### src/rtl/core/rbm_pkg.sv
`timescale 1ns / 1ps
// ----------------------------------------------------------------------------
// rbm_pkg: shared types and constants of the ROM bank mapper
// Source codes, access opcodes, address constants and the result word type.
// ----------------------------------------------------------------------------
package rbm_pkg;

  // Default width of the ROM bank register
  localparam int unsigned RomBankBitsDef = 7;
  // Working width of the bank arithmetic (low five bits plus two upper bits)
  localparam int unsigned BankWorkW      = 7;
  // Width of the translated ROM byte address
  localparam int unsigned RomAddrW       = 21;
  // Offset bits inside one 16 KiB bank
  localparam int unsigned BankOffW       = 14;

  // Overlay disable register address
  localparam logic [15:0] BootOffAddr = 16'hFF50;
  // RAM enable key in the low nibble
  localparam logic [3:0]  RamEnKey    = 4'hA;

  // Access opcode
  localparam logic OpRead  = 1'b0;
  localparam logic OpWrite = 1'b1;

  // Register window selected by address bits 14:13 below 0x8000
  localparam logic [1:0] WinRamEn   = 2'd0;
  localparam logic [1:0] WinRomBank = 2'd1;
  localparam logic [1:0] WinUpper   = 2'd2;
  localparam logic [1:0] WinMode    = 2'd3;

  // Read source
  typedef enum logic [1:0] {
    SRC_BOOT  = 2'd0,
    SRC_CART  = 2'd1,
    SRC_OTHER = 2'd2
  } src_e;

  // Result word handed from the decode to the output register
  typedef struct packed {
    src_e                  source;
    logic [RomAddrW-1:0]   rom_addr;
    logic                  ram_enabled;
    logic [1:0]            ram_bank_sel;
    logic                  mode_sel;
  } result_t;

endpackage

### src/rtl/core/rbm_bank_ctrl.sv
`timescale 1ns / 1ps
// ----------------------------------------------------------------------------
// rbm_bank_ctrl: bank registers and access decode
// Holds the cartridge bank state and the boot overlay flag, updates them on
// each accepted write and forms the result word of the access.
// ----------------------------------------------------------------------------
module rbm_bank_ctrl #(
  parameter int unsigned RomBankBits = rbm_pkg::RomBankBitsDef
) (
  input  logic             clk_i,
  input  logic             rst_ni,
  input  logic             fire_i,
  input  logic             opcode_i,
  input  logic [15:0]      cpu_addr_i,
  input  logic [7:0]       write_data_i,
  output rbm_pkg::result_t result_o
);

  logic [RomBankBits-1:0] rom_bank_q, rom_bank_d;
  logic                   ram_en_q, ram_en_d;
  logic [1:0]             ram_bank_q, ram_bank_d;
  logic                   mode_q, mode_d;
  logic                   boot_q, boot_d;

  logic [rbm_pkg::BankWorkW-1:0] bank_w;

  // Update bank state for a write
  always_comb begin
    bank_w     = rbm_pkg::BankWorkW'(rom_bank_q);
    ram_en_d   = ram_en_q;
    ram_bank_d = ram_bank_q;
    mode_d     = mode_q;
    boot_d     = boot_q;
    if (fire_i && opcode_i == rbm_pkg::OpWrite) begin
      if (cpu_addr_i == rbm_pkg::BootOffAddr) begin
        boot_d = 1'b0;
      end
      if (!cpu_addr_i[15]) begin
        case (cpu_addr_i[14:13])
          rbm_pkg::WinRamEn: begin
            ram_en_d = (write_data_i[3:0] == rbm_pkg::RamEnKey);
          end
          rbm_pkg::WinRomBank: begin
            bank_w[4:0] = write_data_i[4:0];
          end
          rbm_pkg::WinUpper: begin
            if (mode_q) begin
              ram_bank_d = write_data_i[1:0];
            end else begin
              bank_w[6:5] = write_data_i[1:0];
            end
          end
          rbm_pkg::WinMode: begin
            mode_d = write_data_i[0];
          end
          default: begin
            mode_d = mode_q;
          end
        endcase
        // bump banks 0x00, 0x20, 0x40 and 0x60
        bank_w = rbm_pkg::BankWorkW'(RomBankBits'(bank_w));
        if (bank_w[4:0] == 5'd0) begin
          bank_w = bank_w + rbm_pkg::BankWorkW'(1);
        end
      end
    end
    rom_bank_d = RomBankBits'(bank_w);
  end

  // Form the result word
  always_comb begin
    result_o.source       = rbm_pkg::SRC_OTHER;
    result_o.rom_addr     = '0;
    result_o.ram_enabled  = ram_en_d;
    result_o.ram_bank_sel = ram_bank_d;
    result_o.mode_sel     = mode_d;
    if (opcode_i == rbm_pkg::OpRead) begin
      if (boot_q && cpu_addr_i[15:8] == 8'd0) begin
        result_o.source   = rbm_pkg::SRC_BOOT;
        result_o.rom_addr = rbm_pkg::RomAddrW'(cpu_addr_i);
      end else if (cpu_addr_i[15:14] == 2'd0) begin
        result_o.source   = rbm_pkg::SRC_CART;
        result_o.rom_addr = rbm_pkg::RomAddrW'(cpu_addr_i);
      end else if (cpu_addr_i[15:14] == 2'd1) begin
        result_o.source   = rbm_pkg::SRC_CART;
        result_o.rom_addr = (rbm_pkg::RomAddrW'(rom_bank_q) << rbm_pkg::BankOffW)
                          | rbm_pkg::RomAddrW'(cpu_addr_i[rbm_pkg::BankOffW-1:0]);
      end
    end
  end

  // Hold bank state
  always_ff @(posedge clk_i or negedge rst_ni) begin
    if (!rst_ni) begin
      rom_bank_q <= RomBankBits'(1);
      ram_en_q   <= 1'b0;
      ram_bank_q <= 2'd0;
      mode_q     <= 1'b0;
      boot_q     <= 1'b1;
    end else begin
      rom_bank_q <= rom_bank_d;
      ram_en_q   <= ram_en_d;
      ram_bank_q <= ram_bank_d;
      mode_q     <= mode_d;
      boot_q     <= boot_d;
    end
  end

  // Low five bank bits never select bank zero of a group
  a_bank_nonzero: assert property (@(posedge clk_i) disable iff (!rst_ni)
    rom_bank_q[4:0] != 5'd0)
    else $error("ROM bank low bits are zero");

  // Overlay stays off once ended
  a_boot_sticky: assert property (@(posedge clk_i) disable iff (!rst_ni)
    !boot_q |=> !boot_q)
    else $error("boot overlay re-armed");

  // Writes never report a ROM source
  a_write_other: assert property (@(posedge clk_i) disable iff (!rst_ni)
    (opcode_i == rbm_pkg::OpWrite) |->
      (result_o.source == rbm_pkg::SRC_OTHER && result_o.rom_addr == '0))
    else $error("write reported a ROM source");

endmodule

### src/rtl/core/rbm_out_reg.sv
`timescale 1ns / 1ps
// ----------------------------------------------------------------------------
// rbm_out_reg: result register
// Holds one result word and presents it on the output channel until taken.
// ----------------------------------------------------------------------------
module rbm_out_reg (
  input  logic             clk_i,
  input  logic             rst_ni,
  input  logic             in_valid_i,
  output logic             in_stall_o,
  input  rbm_pkg::result_t result_i,
  output logic             out_valid_o,
  input  logic             out_stall_i,
  output rbm_pkg::result_t result_o
);

  logic             valid_q, valid_d;
  rbm_pkg::result_t data_q;
  logic             load;

  // Stall upstream only while a held word is blocked
  assign in_stall_o = valid_q && out_stall_i;
  assign load       = in_valid_i && !in_stall_o;

  // Advance valid: fill on load, drop when taken
  always_comb begin
    valid_d = valid_q;
    if (load) begin
      valid_d = 1'b1;
    end else if (!out_stall_i) begin
      valid_d = 1'b0;
    end
  end

  always_ff @(posedge clk_i or negedge rst_ni) begin
    if (!rst_ni) begin
      valid_q <= 1'b0;
    end else begin
      valid_q <= valid_d;
    end
  end

  // Capture the word on load
  always_ff @(posedge clk_i) begin
    if (load) begin
      data_q <= result_i;
    end
  end

  assign out_valid_o = valid_q;
  assign result_o    = data_q;

  // An accepted word is presented next cycle
  a_load_shows: assert property (@(posedge clk_i) disable iff (!rst_ni)
    load |=> valid_q)
    else $error("accepted word not presented");

  // A blocked word is never overwritten
  a_no_overwrite: assert property (@(posedge clk_i) disable iff (!rst_ni)
    (valid_q && out_stall_i) |-> !load)
    else $error("held word overwritten");

endmodule

### src/rtl/core/rom_bank_mapper_with_boot_overlay_core.sv
`timescale 1ns / 1ps
// ----------------------------------------------------------------------------
// rom_bank_mapper_with_boot_overlay_core: cartridge bank mapper, boot overlay
// Output: the result word of an access is registered and presented in the cycle after accept.
// Throughput: one access word per cycle; the single result register sets it.
// Input stalls only while a presented result is stalled downstream.
// Reset: ROM bank 1, RAM disabled, RAM bank 0, mode 0, boot overlay active.
// ----------------------------------------------------------------------------
module rom_bank_mapper_with_boot_overlay_core #(
  parameter int unsigned RomBankBits = rbm_pkg::RomBankBitsDef
) (
  input  logic        clk_i,
  input  logic        rst_ni,
  input  logic        in_valid_i,
  output logic        in_stall_o,
  input  logic        opcode_i,
  input  logic [15:0] cpu_addr_i,
  input  logic [7:0]  write_data_i,
  output logic        out_valid_o,
  input  logic        out_stall_i,
  output logic [1:0]  source_o,
  output logic [rbm_pkg::RomAddrW-1:0] rom_addr_o,
  output logic        ram_enabled_o,
  output logic [1:0]  ram_bank_sel_o,
  output logic        mode_sel_o
);

  rbm_pkg::result_t result, result_q;
  logic             fire;

  assign fire = in_valid_i && !in_stall_o;

  // Decode the access and update bank state
  rbm_bank_ctrl #(
    .RomBankBits(RomBankBits)
  ) u_bank_ctrl (
    .clk_i       (clk_i),
    .rst_ni      (rst_ni),
    .fire_i      (fire),
    .opcode_i    (opcode_i),
    .cpu_addr_i  (cpu_addr_i),
    .write_data_i(write_data_i),
    .result_o    (result)
  );

  // Register the result word
  rbm_out_reg u_out_reg (
    .clk_i      (clk_i),
    .rst_ni     (rst_ni),
    .in_valid_i (in_valid_i),
    .in_stall_o (in_stall_o),
    .result_i   (result),
    .out_valid_o(out_valid_o),
    .out_stall_i(out_stall_i),
    .result_o   (result_q)
  );

  assign source_o       = 2'(result_q.source);
  assign rom_addr_o     = result_q.rom_addr;
  assign ram_enabled_o  = result_q.ram_enabled;
  assign ram_bank_sel_o = result_q.ram_bank_sel;
  assign mode_sel_o     = result_q.mode_sel;

endmodule

### config.mk
export PLATFORM = sky130hd
export DESIGN_NAME = rom_bank_mapper_with_boot_overlay_core
export DESIGN_NICKNAME = d
export VERILOG_FILES = /design/src/rtl/core/rbm_pkg.sv /design/src/rtl/core/rbm_bank_ctrl.sv /design/src/rtl/core/rbm_out_reg.sv /design/src/rtl/core/rom_bank_mapper_with_boot_overlay_core.sv
export SDC_FILE = /design/constraint.sdc
export NUM_CORES = 1
export LEC_CHECK = 0
export BUFFER_PORTS_ARGS = -buffer_cell sky130_fd_sc_hd__buf_4
export CAP_MARGIN = 20
export CORE_MARGIN = 2
export CORE_UTILIZATION = 48
export DETAILED_ROUTE_END_ITERATION = 8
export PLACE_DENSITY = 0.87
export SYNTH_ARGS = -nofsm -noshare
export SYNTH_HDL_FRONTEND = slang
export SYNTH_HIERARCHICAL = 1
export SYNTH_SLANG_ARGS = --single-unit
### constraint.sdc
create_clock -name clk_i -period 2 [get_ports clk_i]
set_input_delay 0 -clock clk_i [delete_from_list [all_inputs] [get_ports clk_i]]
set_output_delay 0 -clock clk_i [all_outputs]
set_load 0.05 [all_outputs]
==> impl_metrics.json <==
{
  "grt_overflow": 0,
  "p_int_mw": 1.41,
  "cts_buffers": 5,
  "max_cap_viol_count": 0,
  "layout_common_cells": "buf_4, edfxtp_1, dlygate4sd3_1",
  "cpPeakStageDelay_ns": 0.44,
  "fillCellCount": 217,
  "drtIter0Drc": 51,
  "fin_crit_ns": 1.86,
  "clk_pin_slew_worst_paths_ns": 0.11,
  "drc_errors": 0,
  "hold_class": "in -> reg",
  "cp-start-kind": "register",
  "tightest_slew_ns": 0.606,
  "switchingPower_mw": 0.529,
  "core_area_um2": 3310,
  "grt_antenna_before_repair": 0,
  "placed_area_um2": 2090,
  "status": "completed",
  "finalHoldViolCount": 0,
  "finalMaxSlewViolations": 0,
  "rsz0062_at_grt": "no",
  "dp_hpwl_um": 2380,
  "clkLatencyLatePin_ns": 0.34,
  "netlist.top_cell.by_area": "edfxtp_1",
  "grtUsageMet1": 0.231,
  "synth.area.top_cells": "edfxtp_1, dfrtp_1, and2_1",
  "use_met3": 0.0670,
  "fin_crit_sh": 0.928,
  "finalSetupViolCount": 0,
  "antenna_left": 0,
  "ys_ff_latch": 40,
  "total_power_mw": 1.93,
  "synth_fp_nets": 135,
  "die-area_um2": 3880,
  "final_nets": 215,
  "cts_max_level": 2,
  "die_w_um": 62.3,
  "multi_input_area_um2": 464,
  "cts_tree": "done",
  "synth_top_area_frac": 0.497,
  "portBuffers": 54,
  "crit_required_ns": 2.09,
  "synth_area_per_cell_um2": 15.4,
  "clkSinkCount": 40,
  "critical_path_class": "reg -> reg",
  "top_usage_layer": "met2",
  "peakVddDrop_v": 0.000452,
  "die_h_um": 62.3,
  "combPwrFrac": 0.203,
  "final_common_cell": "buf_4",
  "arrival_ns": 1.95,
  "vias": 1243,
  "fmaxAchievable_mhz": 539,
  "dr.pass1.iters": 4,
  "cp_top_family": "simple AND/OR/NAND/NOR gates",
  "viasPerCell": 5.33,
  "area_delta_synth_final_pct": 46.4,
  "tns_ns": 0,
  "rows": 21,
  "grtUsageMet2": 0.427,
  "ys_types": 31,
  "layout-drive-gt1-share": 0.433,
  "initial_core_util": 0.492,
  "final_cell_area_um2": 2390,
  "ys.flop_type": "edfxtp_1",
  "ys_seq_area_frac": 0.698,
  "gr-usage-all-layers": 0.234,
  "syn-cell-area_um2": 1630,
  "p_leak_nw": 1.03,
  "gp_congestion": 0.846,
  "slew-limit-headroom": 0.595,
  "swShare": 0.273,
  "synth_warnings": 6,
  "async_reset_ff_frac": 0.325,
  "pwr-share-seq": 0.529,
  "p_clk_frac": 0.269,
  "seqCellArea_um2": 1140,
  "grt_max_degree": 28,
  "cp_max_fo": 4,
  "wire_per_inst_um": 18.3,
  "clk_path_buf_depth": 2,
  "grt_pass1_wl_um": 6770,
  "syn_inst": 106,
  "path_cells": "and2_4, nor2b_4, nand4b_1, nor3b_1, mux2_2",
  "synth_edf_count": 27,
  "path_buf_inv": 0,
  "crit_path_top_delay_cell": "dfrtp_2",
  "clock_skew_ns": 0.0103,
  "critPathCaptureType": "register",
  "grt_pass1_vias": 1349,
  "cts-root-buf": "clkbuf_4",
  "diodes": 0,
  "powerDensity_nw_per_um2": 811,
  "drt-total-wl_um": 4260,
  "io_pins": 58
}
[layout make-up]
class / count / share of cell area
flip-flops and latches: 40 / 0.478
repair buffers: 78 / 0.268
multi-input cells: 60 / 0.195
well taps: 46 / 0.0241
clock inverters: 3 / 0.0178
clock buffers: 5 / 0.0157
inverters: 1 / 0.00157
[sequential cells by signal (all words and copies together) (netlist names)]
| signal | count |
|---|---|
| u_out_reg/out_valid_o | 1 |
| u_bank_ctrl/ram_bank_q | 2 |
| u_bank_ctrl/ram_en_q | 1 |
| u_bank_ctrl/boot_q | 1 |
| u_bank_ctrl/rom_bank_q | 7 |
| u_bank_ctrl/mode_q | 1 |
| u_out_reg/result_o | 27 |
[power groups by stage]
stage,registers [mW],clock network [mW],logic [mW]
after floorplan,1.14,0,0.111
after global placement,1.03,0,0.336
after detailed placement,1.03,0,0.346
after CTS,1.02,0.529,0.382
after global routing,1.03,0.568,0.409
final,1.02,0.520,0.392
[logic make-up (layout without fill, tap and decap cells)]
family,Yosys count,count (layout),synth area share
compound gates,6,6,0.0284
flops,40,40,0.698
mux,10,10,0.0737
simple gates,44,44,0.181
buf+inv,6,87,0.0184
[final timing paths]
| kind | slack (ns) | start | to | cells past startpoint |
|---|---|---|---|---|
| setup / recovery | 0.14 | u_out_reg/out_valid_o | u_out_reg/result_o[1] | 5 |
| hold / removal | 0.05 | cpu_addr_i[13] | u_out_reg/result_o[17] | 2 |
| setup reg to reg | 0.14 | u_out_reg/out_valid_o | u_out_reg/result_o[1] | 5 |
| hold reg to reg | 0.46 | u_bank_ctrl/boot_q | u_bank_ctrl/boot_q | 1 |
| max in group asynchronous | 1.70 | rst_ni | u_bank_ctrl/boot_q | 2 |
| min in group asynchronous | 0.06 | rst_ni | u_bank_ctrl/rom_bank_q[6] | 2 |
[per-stage QoR]
stage / utilization / instances / hold slack [ns] / setup WS [ns]
after global routing: 0.721 / 233 / 0.0201 / 0.0675
after global placement: 0.630 / 203 / -0.149 / 0.230
after floorplan: - / 106 / -0.296 / 0.0720
after CTS: 0.721 / 233 / 0.0178 / 0.189
after detailed placement: 0.630 / 203 / -0.147 / 0.196
final: 0.721 / 233 / 0.0513 / 0.143
[cell usage after synthesis (all sizes together), types with 2 or more instances]
library cell	instances
and2	15
a21oi	2
clkbuf	3
nor4	2
nor4b	2
and3	7
mux2	10
edfxtp	27
dfrtp	11
nor4bb	2
buf	2
nor2	4
dfstp	2
[worst reg2reg max path: stages (launching register included)]
cell and delay, ns:
dfrtp_2 0.44, and2_4 0.17, nor2b_4 0.12, nand4b_1 0.15
nor3b_1 0.34, mux2_2 0.39
[metal layers]
| metal | routed length (µm) | vias to the layer above | share of wire |
|---|---|---|---|
| met5 | 0 | - | 0 |
| met1 | 1480 | 604 | 0.35 |
| met2 | 2330 | 65 | 0.55 |
| li1 | - | 554 | - |
| met4 | 218 | 0 | 0.051 |
| met3 | 229 | 20 | 0.054 |
[what timing repair did]
| item | CTS | global route |
|---|---|---|
| endpoints found under the setup margin | 0 | 0 |
| hold buffers | 22 | 0 |
| gates resized for setup | 0 | 0 |
| setup buffers | 0 | 0 |
| endpoints found under the hold margin | 38 | 0 |
Power figures use the tool's default switching activity.
